File: src/rtl/core/u8u16_pkg.sv
`timescale 1ns / 1ps
// Shared types and constants for the UTF-8 / UTF-16 code unit decoder.
// Used by the decode, register stage and top level modules; no dependencies.
package u8u16_pkg;

  typedef enum logic [1:0] {
    MODE_UTF8    = 2'd0,
    MODE_UTF16LE = 2'd1,
    MODE_UTF16BE = 2'd2
  } mode_e;

  localparam logic [1:0] MODE_RESET = MODE_UTF8;

  // Upper bounds of the UTF-8 lead byte classes (inclusive)
  localparam logic [7:0] LEAD2_MAX = 8'hDF;
  localparam logic [7:0] LEAD3_MAX = 8'hEF;
  localparam logic [7:0] SKIP4_MAX = 8'hF7;
  localparam logic [7:0] SKIP5_MAX = 8'hFB;
  localparam logic [7:0] SKIP6_MAX = 8'hFD;

  // Bytes still owed after each kind of lead
  localparam logic [2:0] PEND_NONE  = 3'd0;
  localparam logic [2:0] PEND_LEAD2 = 3'd1;
  localparam logic [2:0] PEND_LEAD3 = 3'd2;
  localparam logic [2:0] PEND_SKIP4 = 3'd3;
  localparam logic [2:0] PEND_SKIP5 = 3'd4;
  localparam logic [2:0] PEND_SKIP6 = 3'd5;

  typedef struct packed {
    logic [15:0] code_unit;
    logic        unit_valid;
    logic        string_end;
  } result_t;

endpackage

File: src/rtl/core/u8u16_in_if.sv
`timescale 1ns / 1ps
// Input byte channel: valid/ready handshake carrying one string byte.
// Standalone; no package dependency.
interface u8u16_in_if;
  logic       valid;
  logic       ready;
  logic [7:0] byte_in;
  logic       last_byte;

  modport source (output valid, output byte_in, output last_byte, input ready);
  modport sink   (input valid, input byte_in, input last_byte, output ready);
endinterface

File: src/rtl/core/u8u16_out_if.sv
`timescale 1ns / 1ps
// Result channel: valid/ready handshake carrying one decoded code unit.
// Standalone; no package dependency.
interface u8u16_out_if;
  logic        valid;
  logic        ready;
  logic [15:0] code_unit;
  logic        unit_valid;
  logic        string_end;

  modport source (output valid, output code_unit, output unit_valid,
                  output string_end, input ready);
  modport sink   (input valid, input code_unit, input unit_valid,
                  input string_end, output ready);
endinterface

File: src/rtl/core/utf8_utf16_to_code_unit_decoder_core.sv
`timescale 1ns / 1ps
// Byte-serial string decoder: takes one byte word per clock, unless a stalled
// result backs it up, and gives 16-bit code units, decoding UTF-8 (one to three
// byte forms, longer forms skipped) or joining UTF-16 byte pairs in either byte
// order, per the mode register. A byte is captured in the input register, then
// passes through the decode logic into the result register, where its result
// word is offered. A byte that completes no unit and is not the string's last
// gives no result. A stalled result holds the input register; the channel keeps
// taking bytes for as long as the result register drains.
// Write the mode only while no bytes are in flight.
module utf8_utf16_to_code_unit_decoder_core (
  input  logic         clk_i,
  input  logic         rst_ni,
  input  logic         cfg_we_i,
  input  logic [1:0]   cfg_data_i,
  u8u16_in_if.sink     in_i,
  u8u16_out_if.source  out_o
);
  import u8u16_pkg::*;

  mode_e      mode_q;
  logic       s1_valid;
  logic [7:0] s1_byte;
  logic       s1_last;
  logic       s2_free;
  logic       advance;
  logic       emit;
  result_t    res;

  always_ff @(posedge clk_i or negedge rst_ni) begin
    if (!rst_ni) begin
      mode_q <= mode_e'(MODE_RESET);
    end else if (cfg_we_i) begin
      mode_q <= mode_e'(cfg_data_i);
    end
  end

  // advance whenever the result register can take a word; quiet bytes just drop
  assign advance = s1_valid && s2_free;

  u8u16_in_reg u_in_reg (
    .clk_i     (clk_i),
    .rst_ni    (rst_ni),
    .in_i      (in_i),
    .advance_i (advance),
    .valid_o   (s1_valid),
    .byte_o    (s1_byte),
    .last_o    (s1_last)
  );

  u8u16_decode u_decode (
    .clk_i     (clk_i),
    .rst_ni    (rst_ni),
    .mode_i    (mode_q),
    .byte_i    (s1_byte),
    .last_i    (s1_last),
    .advance_i (advance),
    .emit_o    (emit),
    .res_o     (res)
  );

  u8u16_out_reg u_out_reg (
    .clk_i  (clk_i),
    .rst_ni (rst_ni),
    .load_i (advance && emit),
    .res_i  (res),
    .free_o (s2_free),
    .out_o  (out_o)
  );

endmodule

File: src/rtl/core/u8u16_in_reg.sv
`timescale 1ns / 1ps
// Input register stage: captures one byte word per handshake.
// Depends on u8u16_in_if.
module u8u16_in_reg (
  input  logic         clk_i,
  input  logic         rst_ni,
  u8u16_in_if.sink     in_i,
  input  logic         advance_i,
  output logic         valid_o,
  output logic [7:0]   byte_o,
  output logic         last_o
);

  logic       valid_q;
  logic [7:0] byte_q;
  logic       last_q;
  logic       take;

  assign in_i.ready = !valid_q || advance_i;
  assign take       = in_i.valid && in_i.ready;

  always_ff @(posedge clk_i or negedge rst_ni) begin
    if (!rst_ni) begin
      valid_q <= 1'b0;
    end else if (in_i.ready) begin
      valid_q <= in_i.valid;
    end
  end

  always_ff @(posedge clk_i) begin
    if (take) begin
      byte_q <= in_i.byte_in;
      last_q <= in_i.last_byte;
    end
  end

  assign valid_o = valid_q;
  assign byte_o  = byte_q;
  assign last_o  = last_q;

endmodule

File: src/rtl/core/u8u16_decode.sv
`timescale 1ns / 1ps
// Decode logic and running string state for the code unit decoder.
// Depends on u8u16_pkg.
module u8u16_decode (
  input  logic               clk_i,
  input  logic               rst_ni,
  input  u8u16_pkg::mode_e   mode_i,
  input  logic [7:0]         byte_i,
  input  logic               last_i,
  input  logic               advance_i,
  output logic               emit_o,
  output u8u16_pkg::result_t res_o
);
  import u8u16_pkg::*;

  logic [2:0]  pend_q, pend_d;
  logic        skip_q, skip_d;
  logic [15:6] part_q, part_d;
  logic        stop_q, stop_d;
  logic [7:0]  held_q, held_d;
  logic        hv_q, hv_d;

  logic [15:0] unit;
  logic        uv;
  logic [7:0]  first_byte;
  logic [7:0]  second_byte;

  always_ff @(posedge clk_i or negedge rst_ni) begin
    if (!rst_ni) begin
      pend_q <= PEND_NONE;
      skip_q <= 1'b0;
      part_q <= '0;
      stop_q <= 1'b0;
      held_q <= '0;
      hv_q   <= 1'b0;
    end else if (advance_i) begin
      pend_q <= pend_d;
      skip_q <= skip_d;
      part_q <= part_d;
      stop_q <= stop_d;
      held_q <= held_d;
      hv_q   <= hv_d;
    end
  end

  always_comb begin
    pend_d      = pend_q;
    skip_d      = skip_q;
    part_d      = part_q;
    stop_d      = stop_q;
    held_d      = held_q;
    hv_d        = hv_q;
    unit        = 16'h0000;
    uv          = 1'b0;
    first_byte  = hv_q ? held_q : byte_i;
    second_byte = hv_q ? byte_i : 8'h00;

    case (mode_i)
      MODE_UTF8: begin
        if (!stop_q) begin
          if (pend_q != PEND_NONE) begin
            // continuation: take the low six bits whatever the byte is
            if (!skip_q) begin
              if (pend_q == PEND_LEAD3) begin
                part_d[11:6] = part_q[11:6] | byte_i[5:0];
              end else begin
                unit = {part_q, byte_i[5:0]};
                uv   = 1'b1;
              end
            end
            pend_d = pend_q - 3'd1;
            if (pend_q == PEND_LEAD2) begin
              skip_d = 1'b0;
            end
          end else if (!byte_i[7]) begin
            unit = {8'h00, byte_i};
            uv   = 1'b1;
          end else if (byte_i inside {[8'h80:LEAD2_MAX]}) begin
            part_d = {5'b00000, byte_i[4:0]};
            pend_d = PEND_LEAD2;
          end else if (byte_i inside {[8'hE0:LEAD3_MAX]}) begin
            part_d = {byte_i[3:0], 6'b000000};
            pend_d = PEND_LEAD3;
          end else if (byte_i inside {[8'hF0:SKIP4_MAX]}) begin
            skip_d = 1'b1;
            pend_d = PEND_SKIP4;
          end else if (byte_i inside {[8'hF8:SKIP5_MAX]}) begin
            skip_d = 1'b1;
            pend_d = PEND_SKIP5;
          end else if (byte_i inside {[8'hFC:SKIP6_MAX]}) begin
            skip_d = 1'b1;
            pend_d = PEND_SKIP6;
          end else begin
            stop_d = 1'b1;
          end
        end
      end
      MODE_UTF16LE, MODE_UTF16BE: begin
        if (!hv_q && !last_i) begin
          held_d = byte_i;
          hv_d   = 1'b1;
        end else begin
          // pair with the held byte, or with zero on an odd last byte
          held_d = 8'h00;
          hv_d   = 1'b0;
          uv     = 1'b1;
          if (mode_i == MODE_UTF16BE) begin
            unit = {first_byte, second_byte};
          end else begin
            unit = {second_byte, first_byte};
          end
        end
      end
      default: begin
      end
    endcase

    if (last_i) begin
      pend_d = PEND_NONE;
      skip_d = 1'b0;
      part_d = '0;
      stop_d = 1'b0;
      held_d = 8'h00;
      hv_d   = 1'b0;
    end
  end

  assign emit_o           = uv || last_i;
  assign res_o.code_unit  = unit;
  assign res_o.unit_valid = uv;
  assign res_o.string_end = last_i;

endmodule

File: src/rtl/core/u8u16_out_reg.sv
`timescale 1ns / 1ps
// Result register stage: holds one result word until the sink takes it.
// Depends on u8u16_pkg and u8u16_out_if.
module u8u16_out_reg (
  input  logic               clk_i,
  input  logic               rst_ni,
  input  logic               load_i,
  input  u8u16_pkg::result_t res_i,
  output logic               free_o,
  u8u16_out_if.source        out_o
);
  import u8u16_pkg::*;

  logic    valid_q;
  result_t res_q;

  assign free_o = !valid_q || out_o.ready;

  always_ff @(posedge clk_i or negedge rst_ni) begin
    if (!rst_ni) begin
      valid_q <= 1'b0;
    end else if (free_o) begin
      valid_q <= load_i;
    end
  end

  always_ff @(posedge clk_i) begin
    if (free_o && load_i) begin
      res_q <= res_i;
    end
  end

  assign out_o.valid      = valid_q;
  assign out_o.code_unit  = res_q.code_unit;
  assign out_o.unit_valid = res_q.unit_valid;
  assign out_o.string_end = res_q.string_end;

endmodule

File: src/flat_wrapper.sv
// flat-port wrapper written by rule: the top's interface ports become plain ports
module utf8_utf16_to_code_unit_decoder_core_flat import u8u16_pkg::*;
  (clk_i, rst_ni, cfg_we_i, cfg_data_i, in_i_valid, in_i_byte_in, in_i_last_byte, in_i_ready, out_o_valid, out_o_code_unit, out_o_unit_valid, out_o_string_end, out_o_ready);
  u8u16_in_if in_i_i ();
  u8u16_out_if out_o_i ();
  input  logic clk_i;
  input  logic rst_ni;
  input  logic cfg_we_i;
  input  logic [1:0] cfg_data_i;
  input wire logic [$bits(in_i_i.valid)-1:0] in_i_valid;
  input wire logic [$bits(in_i_i.byte_in)-1:0] in_i_byte_in;
  input wire logic [$bits(in_i_i.last_byte)-1:0] in_i_last_byte;
  output wire logic [$bits(in_i_i.ready)-1:0] in_i_ready;
  output wire logic [$bits(out_o_i.valid)-1:0] out_o_valid;
  output wire logic [$bits(out_o_i.code_unit)-1:0] out_o_code_unit;
  output wire logic [$bits(out_o_i.unit_valid)-1:0] out_o_unit_valid;
  output wire logic [$bits(out_o_i.string_end)-1:0] out_o_string_end;
  input wire logic [$bits(out_o_i.ready)-1:0] out_o_ready;
  assign in_i_i.valid = in_i_valid;
  assign in_i_i.byte_in = in_i_byte_in;
  assign in_i_i.last_byte = in_i_last_byte;
  assign in_i_ready = in_i_i.ready;
  assign out_o_valid = out_o_i.valid;
  assign out_o_code_unit = out_o_i.code_unit;
  assign out_o_unit_valid = out_o_i.unit_valid;
  assign out_o_string_end = out_o_i.string_end;
  assign out_o_i.ready = out_o_ready;
  utf8_utf16_to_code_unit_decoder_core u_core (.clk_i(clk_i), .rst_ni(rst_ni), .cfg_we_i(cfg_we_i), .cfg_data_i(cfg_data_i), .in_i(in_i_i), .out_o(out_o_i));
endmodule
File: config.mk
export PLATFORM = sky130hd
export DESIGN_NAME = utf8_utf16_to_code_unit_decoder_core_flat
export DESIGN_NICKNAME = d
export VERILOG_FILES = /design/src/rtl/core/u8u16_pkg.sv /design/src/rtl/core/u8u16_in_if.sv /design/src/rtl/core/u8u16_out_if.sv /design/src/rtl/core/utf8_utf16_to_code_unit_decoder_core.sv /design/src/rtl/core/u8u16_in_reg.sv /design/src/rtl/core/u8u16_decode.sv /design/src/rtl/core/u8u16_out_reg.sv /design/src/flat_wrapper.sv
export SDC_FILE = /design/constraint.sdc
export NUM_CORES = 1
export LEC_CHECK = 0
export BUFFER_PORTS_ARGS = -buffer_cell sky130_fd_sc_hd__buf_2
export CORE_UTILIZATION = 55
export DETAILED_ROUTE_END_ITERATION = 8
export PLACE_DENSITY_LB_ADDON = 0.2
export SLEW_MARGIN = 10
export SYNTH_ARGS = -nofsm -noshare
export SYNTH_HDL_FRONTEND = slang
export SYNTH_HIERARCHICAL = 1
export SYNTH_SLANG_ARGS = --single-unit
export TNS_END_PERCENT = 20
File: constraint.sdc
create_clock -name clk_i -period 3 [get_ports clk_i]
set_input_delay 0.15 -clock clk_i [delete_from_list [all_inputs] [get_ports clk_i]]
set_output_delay 0.15 -clock clk_i [all_outputs]
set_load 0.005 [all_outputs]
==> Word-level counts from Yosys, hierarchy flattened <==
Index checks and enable logic that the tools add are counted.
{ "word_totals": {"reg_bits": 55, "in_bits": 16, "output_inout_bits": 20, "elab_cells": 136} }
{ "op_classes": {"add_sub_neg": 1, "order_cmp": 10, "eq_ne": 11, "muxes": 64, "n_bitwise": 1, "reduce_logical": 34} }
{ "ops": {"columns": ["operator", "n"], "rows": [
  ["$mux 16", 6],
  ["$mux 10", 6],
  ["$ge 8x8->1 const B", 5],
  ["$le 8x8->1 const B", 5],
  ["$mux 8", 5],
  ["$pmux 16 s2", 1],
  ["$mux 1", 30],
  ["$mux 3", 10],
  ["$mux 6", 3],
  ["$logic_and 1x1->1", 10],
  ["$ne 3x2->1 const B", 3],
  ["$reduce_bool 3->1", 3],
  ["$reduce_and 8->1", 1],
  ["$mux 7", 1],
  ["$reduce_and 7->1", 1],
  ["$reduce_bool 7->1", 1],
  ["$ne 3x1->1 const B", 2],
  ["$or 6x6->6", 1],
  ["$reduce_and 6->1", 1],
  ["$reduce_bool 2->1", 3],
  ["$reduce_and 5->1", 1],
  ["$reduce_bool 5->1", 1],
  ["$logic_not 1->1", 4],
  ["$mux 4", 1],
  ["12 further kinds", 16]
]} }

==> Longest topological paths before layout <==
Gate-level depths: netlist (run 1).
{ "depth": {"depth_word": 12, "ltp_mapped": 11, "mapped_depth_nobuf": 8} }

==> By module <==
The synthesis (run 1) kept the hierarchy.
{ "modules_own_cells": {"columns": ["module", "n_inst", "cells_per_inst", "area_each_um2", "seq_area_each_um2"], "rows": [
  ["u8u16_decode", 1, 216, 1861.8, 600.6],
  ["u8u16_out_reg", 1, 22, 594.3, 565.5],
  ["u8u16_in_reg", 1, 13, 324.1, 295.3],
  ["utf8_utf16_to_code_unit_decoder_core", 1, 6, 85.1, 50.0]
]} }

==> Worst setup path before layout (run 1) <==
OpenSTA, ideal clock, no wires.
{ "synth_path": {"path_type": "reg-to-reg", "startpoint": "reg u_core.u_decode.pend_q[0]", "endpoint": "reg u_core.u_out_reg.res_q, in the netlist u_core/u_out_reg/out_o.code_unit[0] (enable)", "setup_ns": 0.316, "arrival_ns": 1.919, "required_ns": 2.684, "slack_ns": 0.765, "stages_incl_launch_ff": 10, "path_buffers": 1, "synth_period_minus_slack_ns": 2.235, "path_cell_list": "dfrtp_1 inv_1 ha_1 nor2b_1 buf_4 a22oi_2 nor3b_4 or3_1 and3_1 and2_4"} }
{ "synth_via": {"elab_chain_cells": 9, "elab_cells_between_ends": 10, "cone_classes": "eq/ne: 1; mux: 5; reduce/logical: 4"} }
{ "synth_lines": {"columns": ["element", "line", "rtl"], "rows": [
  ["start: declaration", "u8u16_decode.sv:16", "logic [2:0] pend_q, pend_d;"],
  ["start signal: assignment", "u8u16_decode.sv:37", "pend_q <= pend_d;"],
  ["$eq 3x2->1", "u8u16_decode.sv:64", "if (pend_q == PEND_LEAD3) begin"],
  ["$mux 1", "u8u16_decode.sv:64", null],
  ["$mux 1", "u8u16_decode.sv:63", "if (!skip_q) begin"],
  ["$mux 1 (*)", "u8u16_decode.sv:61", "if (pend_q != PEND_NONE) begin"],
  ["$mux 1 (*)", "u8u16_decode.sv:60", "if (!stop_q) begin"],
  ["$pmux 1 s2 (*)", "u8u16_decode.sv:58", "case (mode_i)"],
  ["$logic_or 1x1->1 (*)", "u8u16_decode.sv:128", "assign emit_o = uv || last_i;"],
  ["via u_core.emit", "utf8_utf16_to_code_unit_decoder_core.sv:27", "logic emit;"],
  ["$logic_and 1x1->1 (*)", "utf8_utf16_to_code_unit_decoder_core.sv:65", ".load_i (advance && emit),"],
  ["$logic_and 1x1->1 (*)", "u8u16_out_reg.sv:28", "if (free_o && load_i) begin"],
  ["end signal: assignment", "u8u16_out_reg.sv:29", "res_q <= res_i;"],
  ["end: declaration", "u8u16_out_reg.sv:15", "result_t res_q;"]
]} }
The timed path passes the listed nets; every way through them passes the cells marked *.
A chain may end at the register's enable or synchronous reset.

==> Worst setup path in the final report (run 1) <==
{ "layout_path": {"startpoint": "reg u_core.u_decode.pend_q[0]", "endpoint": "reg u_core.u_out_reg.res_q, in the netlist u_core/u_out_reg/out_o.code_unit[6] (enable)"} }
The elaborated chain is that of the path after synthesis.

==> flow_summary.toml, run 1 <==
[worst_setup_path]
r2r_slack_ns = 0.61
end_kind = "flip-flop"
crit_required_ns = 3.00
worstPathArrival_ns = 2.39
cp-start-kind = "flip-flop"
reg2regPathDepth = 8
crit_fanout = 18
path_class = "reg2reg"

[placement]
dp_hpwl_mm = 4.07
placed_cell_area_um2 = 3020
port_buffers = 35
gp_congestion = 0.854
dp_cells = 340

[clock_network]
clock_latency_ns = 0.31
root_buffer = "clkbuf_8"
cts_htree_levels = 2
clock_sinks = 55
postCtsSetupBuffers = 0
tritoncts = "built"
path_clk_slew_ns = 0.10
cts_buffers = 5
ctsResizeCount = 0
cts_max_path_buffers = 2

[global_routing]
antenna_found_initial = 0
grt_pass1_wl_mm = 9.43
grt_pass1_vias = 1865
grt_max_degree = 29
overflow = 0
grt_use_total = 0.234

[sta]
finClkSkew_ns = 0.00807
setup_viol = 0
hold_viol = 0
max_freq_mhz = 419
slew_violations = 0
tightestPinTransition_ns = 0.654
period_minus_slack_ns = 2.39
rsz0062_at_grt = "no"
fin_crit_sh = 0.796
relSlewSlack = 0.564
tns_ns = 0

[logic_synthesis]
yosys.area_share.simple = 0.120
yosysSeqAreaShare = 0.528
ys_ff_latch = 55
synth_warnings = 6
synthFlopType = "dfrtp_1"
synthCells = 257
synth_adder_area_share = 0.0306
yosysTopAreaCell = "edfxtp_1"
synthArstFlopShare = 0.509
synthXorXnorAreaFrac = 0.00611
netlist_top_cells_area = "edfxtp_1 (28%), dfrtp_1 (24%), a22o_1 (4.3%), a22oi_1 (4.2%), ha_1 (3.1%)"
yosys.area.top_type_share = 0.283
synth_edf_count = 27
synth.net_count = 280
synth_compound_area_frac = 0.206
yosysUniqueCellTypes = 50
synth_mux_area_frac = 0.0332
avgSynthCellArea_um2 = 11.1
synth_top_family_by_area = "compound AO/OA/AOI/OAI gates"
synth_area_um2 = 2870

[power]
p_sw_mw = 0.899
p_comb_frac = 0.357
p_leak_nw = 1.34
pwr-share-clk = 0.191
p_per_area_nw_per_um2 = 804
peakVddDrop_v = 0.000405
sw_frac_of_total = 0.352
p_int_mw = 1.66
seq_power_share = 0.453

[floorplanning]
die_h_um = 74.2
core-area_um2 = 4880
rows = 25
die_w_um = 74.2
num_io_pins = 36
die_area_um2 = 5500
initial_core_util = 0.587

[cells_and_area]
final_nets = 308
final_area_um2 = 3180
instances_no_fill = 353
multi_input_area_um2 = 1130
fillerInstances = 412
n_antenna_cell = 0
drive_gt1_frac = 0.220
area.growth.synth_to_final_pct = 11.0
register_area_um2 = 1510

[worst_hold_path]
hold_path_class = "in2reg"
hold_depth = 1

[flow_run]
cap_viol_max_count = 0

[route]
drtIter0Drc = 206
vias_per_cell = 6.06
drc = 0
vias = 2139
drt_wl_total_mm = 5.83
wl_per_cell_um = 16.5
detail-route-antenna-nets = 0
firstDrtPassIters = 5

[run_status]
status = "finished clean"
critical path: stages, from the launching register on:
cell and delay, ns:
dfrtp_1 0.41, inv_1 0.14, ha_1 0.28, nor2b_1 0.23, a22oi_2 0.09, nor3b_4 0.34, or3_1 0.15, and3_1 0.16
and2_4 0.28
flip-flops by register name, summed over array words and instances, names as in the netlist:
name,count
u_core/u_out_reg/out_o.string_end,1
u_core/u_out_reg/out_o.code_unit,16
u_core/u_out_reg/out_o.unit_valid,1
u_core/u_decode/stop_q,1
u_core/u_decode/part_q,10
u_core/u_decode/hv_q,1
u_core/u_in_reg/byte_o,8
u_core/u_decode/skip_q,1
u_core/mode_q,2
u_core/u_in_reg/valid_o,1
u_core/u_decode/held_q,8
u_core/u_in_reg/last_o,1
u_core/u_decode/pend_q,3
u_core/u_out_reg/out_o.valid,1
per-layer routing:
metal | up-vias | GRT usage | routed length (um)
met3 | 12 | 0.0528 | 471
met1 | 1030 | 0.335 | 2660
li1 | 991 | - | -
met4 | 0 | 0.0855 | 85
met2 | 106 | 0.351 | 2610
met5 | - | 0 | 0
synth_stat cells (2+ instances only):
library cell and instances:
nor2_1 20, clkbuf_2 3, and2_4 2, o22ai_1 10, buf_2 7, nor2b_1 3, a31oi_1 13, o21bai_1 2
dfrtp_1 28, nand2b_1 2, and3_1 3, buf_4 4, o2bb2ai_1 7, o21a_1 3, nand4_1 3, a22o_1 14
nand3_1 3, nand2b_4 3, buf_6 3, ha_1 7, o21ai_0 2, and2_1 2, o21ai_1 2, nand2_1 8
edfxtp_1 27, mux2i_1 5, mux2_2 4, a22oi_1 16, clkbuf_1 5, or3_1 2, inv_1 21, a21oi_1 5
power groups by stage:
stage | sequential [mW] | combinational, mW | clock (mW)
final | 1.16 | 0.912 | 0.487
after global routing | 1.18 | 1.01 | 0.521
after CTS | 1.15 | 0.893 | 0.495
after detailed placement | 1.17 | 0.889 | 0
after global placement | 1.16 | 0.881 | 0
after floorplan | 1.11 | 0.737 | 0
final timing paths:
check                                                           endpoint                                   from
max                        u_core/u_out_reg/out_o.code_unit[6]$_DFFE_PP_  u_core/u_decode/pend_q[0]$_DFFE_PN0P_
min                                  u_core/u_in_reg/byte_o[3]$_DFFE_PP_                        in_i_byte_in[3]
max reg2reg                u_core/u_out_reg/out_o.code_unit[6]$_DFFE_PP_  u_core/u_decode/pend_q[0]$_DFFE_PN0P_
min reg2reg                        u_core/u_decode/part_q[8]$_DFFE_PN0P_  u_core/u_decode/part_q[8]$_DFFE_PN0P_
max in group asynchronous          u_core/u_decode/part_q[6]$_DFFE_PN0P_                                 rst_ni
min in group asynchronous             u_core/u_decode/stop_q$_DFFE_PN0P_                                 rst_ni
kinds of logic after synthesis:
family          Yosys count
compound gates           80
simple gates             59
flops                    55
buf+inv                  45
mux                       9
fa+ha+maj                 7
xor+xnor                  2
per-stage QoR:
step                       util  total power, mW  hold WS, ns  worst slack (ns)
after floorplan               -             1.85       -0.146             0.765
after global placement    0.618             2.04        0.216             0.713
after detailed placement  0.618             2.06        0.214             0.658
after CTS                 0.643             2.54      0.00429             0.636
after global routing      0.652             2.72     0.000251             0.465
final                     0.652             2.56      0.00921             0.611
layout by cell type, fill, tap and decap left out, types with 8 or more instances in the layout:
master    instances
dfrtp_1          28
nor2_1           20
a22o_1           14
nand2_1           8
inv_1            21
buf_2            35
o22ai_1          10
a22oi_1          16
a31oi_1          13
edfxtp_1         27
area by class of cell:
cell class | count | area share
timing repair buffer | 44 | 0.0803
multi-input combinational | 157 | 0.357
sequential | 55 | 0.475
clock buffer | 5 | 0.0216
tap | 67 | 0.0264
inverter | 22 | 0.0260
clock inverter | 3 | 0.0134
repair_timing:
item,CTS,global route
endpoints found under the hold margin,28,4
hold buffers,1,4
endpoints found under the setup margin,0,0
(Power assumes the default switching activity.)
==> inputs of run 2 (changes only) <==
- clock period: 3 -> 2.26 ns (I/O delays scaled with it)
==> run 2 against run 1 <==
Fmax increased by 10%. Final cell count increased by 4.0%. Non-clock buffer count grew 13. Worst setup slack got worse by 0.52 ns. Clock-buffer cell count unchanged. First-iteration DRC count up 6.8%. Combinational power is 44% higher. Design area rose by 3.6%. Flip-flop and latch count is the same. Worst hold slack improved by 0.0071 ns. Die area is the same.
==> flow_summary.toml, run 2 (synthesis gave the netlist of run 1 again) <==
[power]
pwr-share-clk = 0.165
p_sw_mw = 1.24
power_mw = 3.39
seq_power_share = 0.448
p_leak_nw = 1.39
p_per_area_nw_per_um2 = 1030
sw_frac_of_total = 0.366
peakVddDrop_v = 0.000641
p_int_mw = 2.15
p_comb_frac = 0.387

[clock_network]
clock_latency_ns = 0.31
root_buffer = "clkbuf_8"
cts_htree_levels = 2
clock_sinks = 55
tritoncts = "built"
postCtsSetupBuffers = 0
path_clk_slew_ns = 0.10
cts_buffers = 5
cts_max_path_buffers = 2

[worst_setup_path]
crit_chain = "inv_2 -> ha_1 -> o21bai_1 -> a22oi_2 -> nor3b_4 -> or3_1 -> and3_1 -> and2_2"
cp-start-kind = "flip-flop"
r2r_slack_ns = 0.09
crit_required_ns = 2.33
worstReg2RegEnd = "u_core/u_out_reg/out_o.code_unit[12]$_DFFE_PP_"
setup.worst_path.end = "u_core/u_out_reg/out_o.code_unit[12]$_DFFE_PP_"
worst_path_max_delay_cell = "dfrtp_1"
reg2reg_from = "u_core/u_decode/pend_q[0]$_DFFE_PN0P_"
crit_fanout = 9
end_kind = "flip-flop"
path_class = "reg2reg"
reg2regPathDepth = 8
worstPathArrival_ns = 2.23
critical_path.max_stage_delay_ns = 0.42
critPathLaunch = "u_core/u_decode/pend_q[0]$_DFFE_PN0P_"

[sta]
hold_viol = 0
tns_ns = 0
period_minus_slack_ns = 2.17
relSlewSlack = 0.560
max_freq_mhz = 462
rsz0062_at_grt = "no"
setup_viol = 0
slew_violations = 0
finClkSkew_ns = 0.00884
fin_crit_sh = 0.958
tightestPinTransition_ns = 0.660

[worst_hold_path]
hold_depth = 2
hold_path_class = "in2reg"

[cells_and_area]
area.growth.synth_to_final_pct = 15.0
final_nets = 322
layout_commonest_cell = "buf_2"
n_antenna_cell = 0
largest_reg_flops = 16
layout_common_cells = "buf_2 (35), dfrtp_1 (28), edfxtp_1 (27), inv_1 (20), nor2_1 (20)"
drive_gt1_frac = 0.250

[route]
drtIter0Drc = 220
vias_per_cell = 5.94
detail-route-antenna-nets = 0
firstDrtPassIters = 5
vias = 2180
drt_wl_total_mm = 6.41
wl_per_cell_um = 17.5
drc = 0

[placement]
dp_hpwl_mm = 4.36
gp_congestion = 0.905
port_buffers = 35

[global_routing]
overflow = 0
grt_pass1_wl_mm = 10.4
grt_pass1_vias = 2114
antenna_found_initial = 0
grt_use_total = 0.258
grt_max_degree = 29

[floorplanning]
die_w_um = 74.2
num_io_pins = 36
die_h_um = 74.2
initial_core_util = 0.587
core-area_um2 = 4880
rows = 25
die_area_um2 = 5500

[flow_run]
cap_viol_max_count = 0

[run_status]
status = "finished clean"
## run 2: changes by cell type in the layout (fill, tap and decap cells not counted), sizes merged
| cell | before | now |
|---|---|---|
| bufinv | 1 | 0 |
| clkinvlp | 0 | 1 |
| dlygate4sd3 | 5 | 10 |
| buf | 39 | 47 |
| and2 | 4 | 5 |
## run 2: metrics by stage
step                      setup WS [ns]  hold WS [ns]   util  area (um2)  instances
after floorplan                  0.0250        -0.183      -        2870        257
after global placement            0.131         0.176  0.631        3080        348
after detailed placement         0.0629         0.186  0.631        3080        348
after CTS                        0.0430       0.00176  0.671        3270        366
after global routing           0.000992        0.0161  0.675        3290        367
final                            0.0948        0.0163  0.675        3290        367
## run 2: area by class of cell
| cell class | instances | area [um2] |
|---|---|---|
| Fill cell | 393 | 1590 |
| Sequential cell | 55 | 1510 |
| Multi-Input combinational cell | 158 | 1150 |
| Timing Repair Buffer | 57 | 365 |
| Tap cell | 67 | 83.8 |
| Inverter | 22 | 82.6 |
| Clock buffer | 5 | 68.8 |
| Clock inverter | 3 | 27.5 |
## run 2: how the worst min path moves through the flow
stage          startpoint                                  end  slack (ns)
3_3_place_gp       rst_ni  u_core/u_in_reg/valid_o$_DFFE_PN0P_        0.18
6_report       in_i_valid  u_core/u_in_reg/valid_o$_DFFE_PN0P_        0.02
4_1_cts        in_i_valid  u_core/u_in_reg/valid_o$_DFFE_PN0P_       0.002
5_1_grt        in_i_valid  u_core/u_in_reg/valid_o$_DFFE_PN0P_        0.02
3_5_place_dp       rst_ni  u_core/u_in_reg/valid_o$_DFFE_PN0P_        0.19
2_1_floorplan      rst_ni         u_core/mode_q[0]$_DFFE_PN0P_       -0.18
## run 2: power by group through the flow
stage / registers (mW) / logic [mW] / clock network, mW
after floorplan: 1.48 / 0.978 / 0
after global placement: 1.52 / 1.21 / 0
after detailed placement: 1.53 / 1.24 / 0
after CTS: 1.51 / 1.25 / 0.573
after global routing: 1.55 / 1.45 / 0.599
final: 1.52 / 1.31 / 0.560
## run 2: timing repair
| action | in CTS | in global routing |
|---|---|---|
| setup endpoints to repair | 0 | 18 |
| hold endpoints to repair | 37 | 0 |
| resized for setup | 0 | 3 |
| hold buffers | 10 | 0 |
## run 2: critical path: cells and delay by family (launching register included)
family | cells | cell delay, ns
flip-flops | 1 | 0.42
adder cells (fa/ha/maj) | 1 | 0.20
AO/OA/AOI/OAI | 2 | 0.35
AND/OR/NAND/NOR | 4 | 0.83
buffers and inverters | 1 | 0.12
## run 2: per-layer routing
layer,global-route usage,share of wire,vias up
met3,0.0339,0.066,8
met5,0,0,-
met1,0.344,0.43,1051
met4,0.0855,0.013,0
met2,0.438,0.49,103
li1,-,-,1018
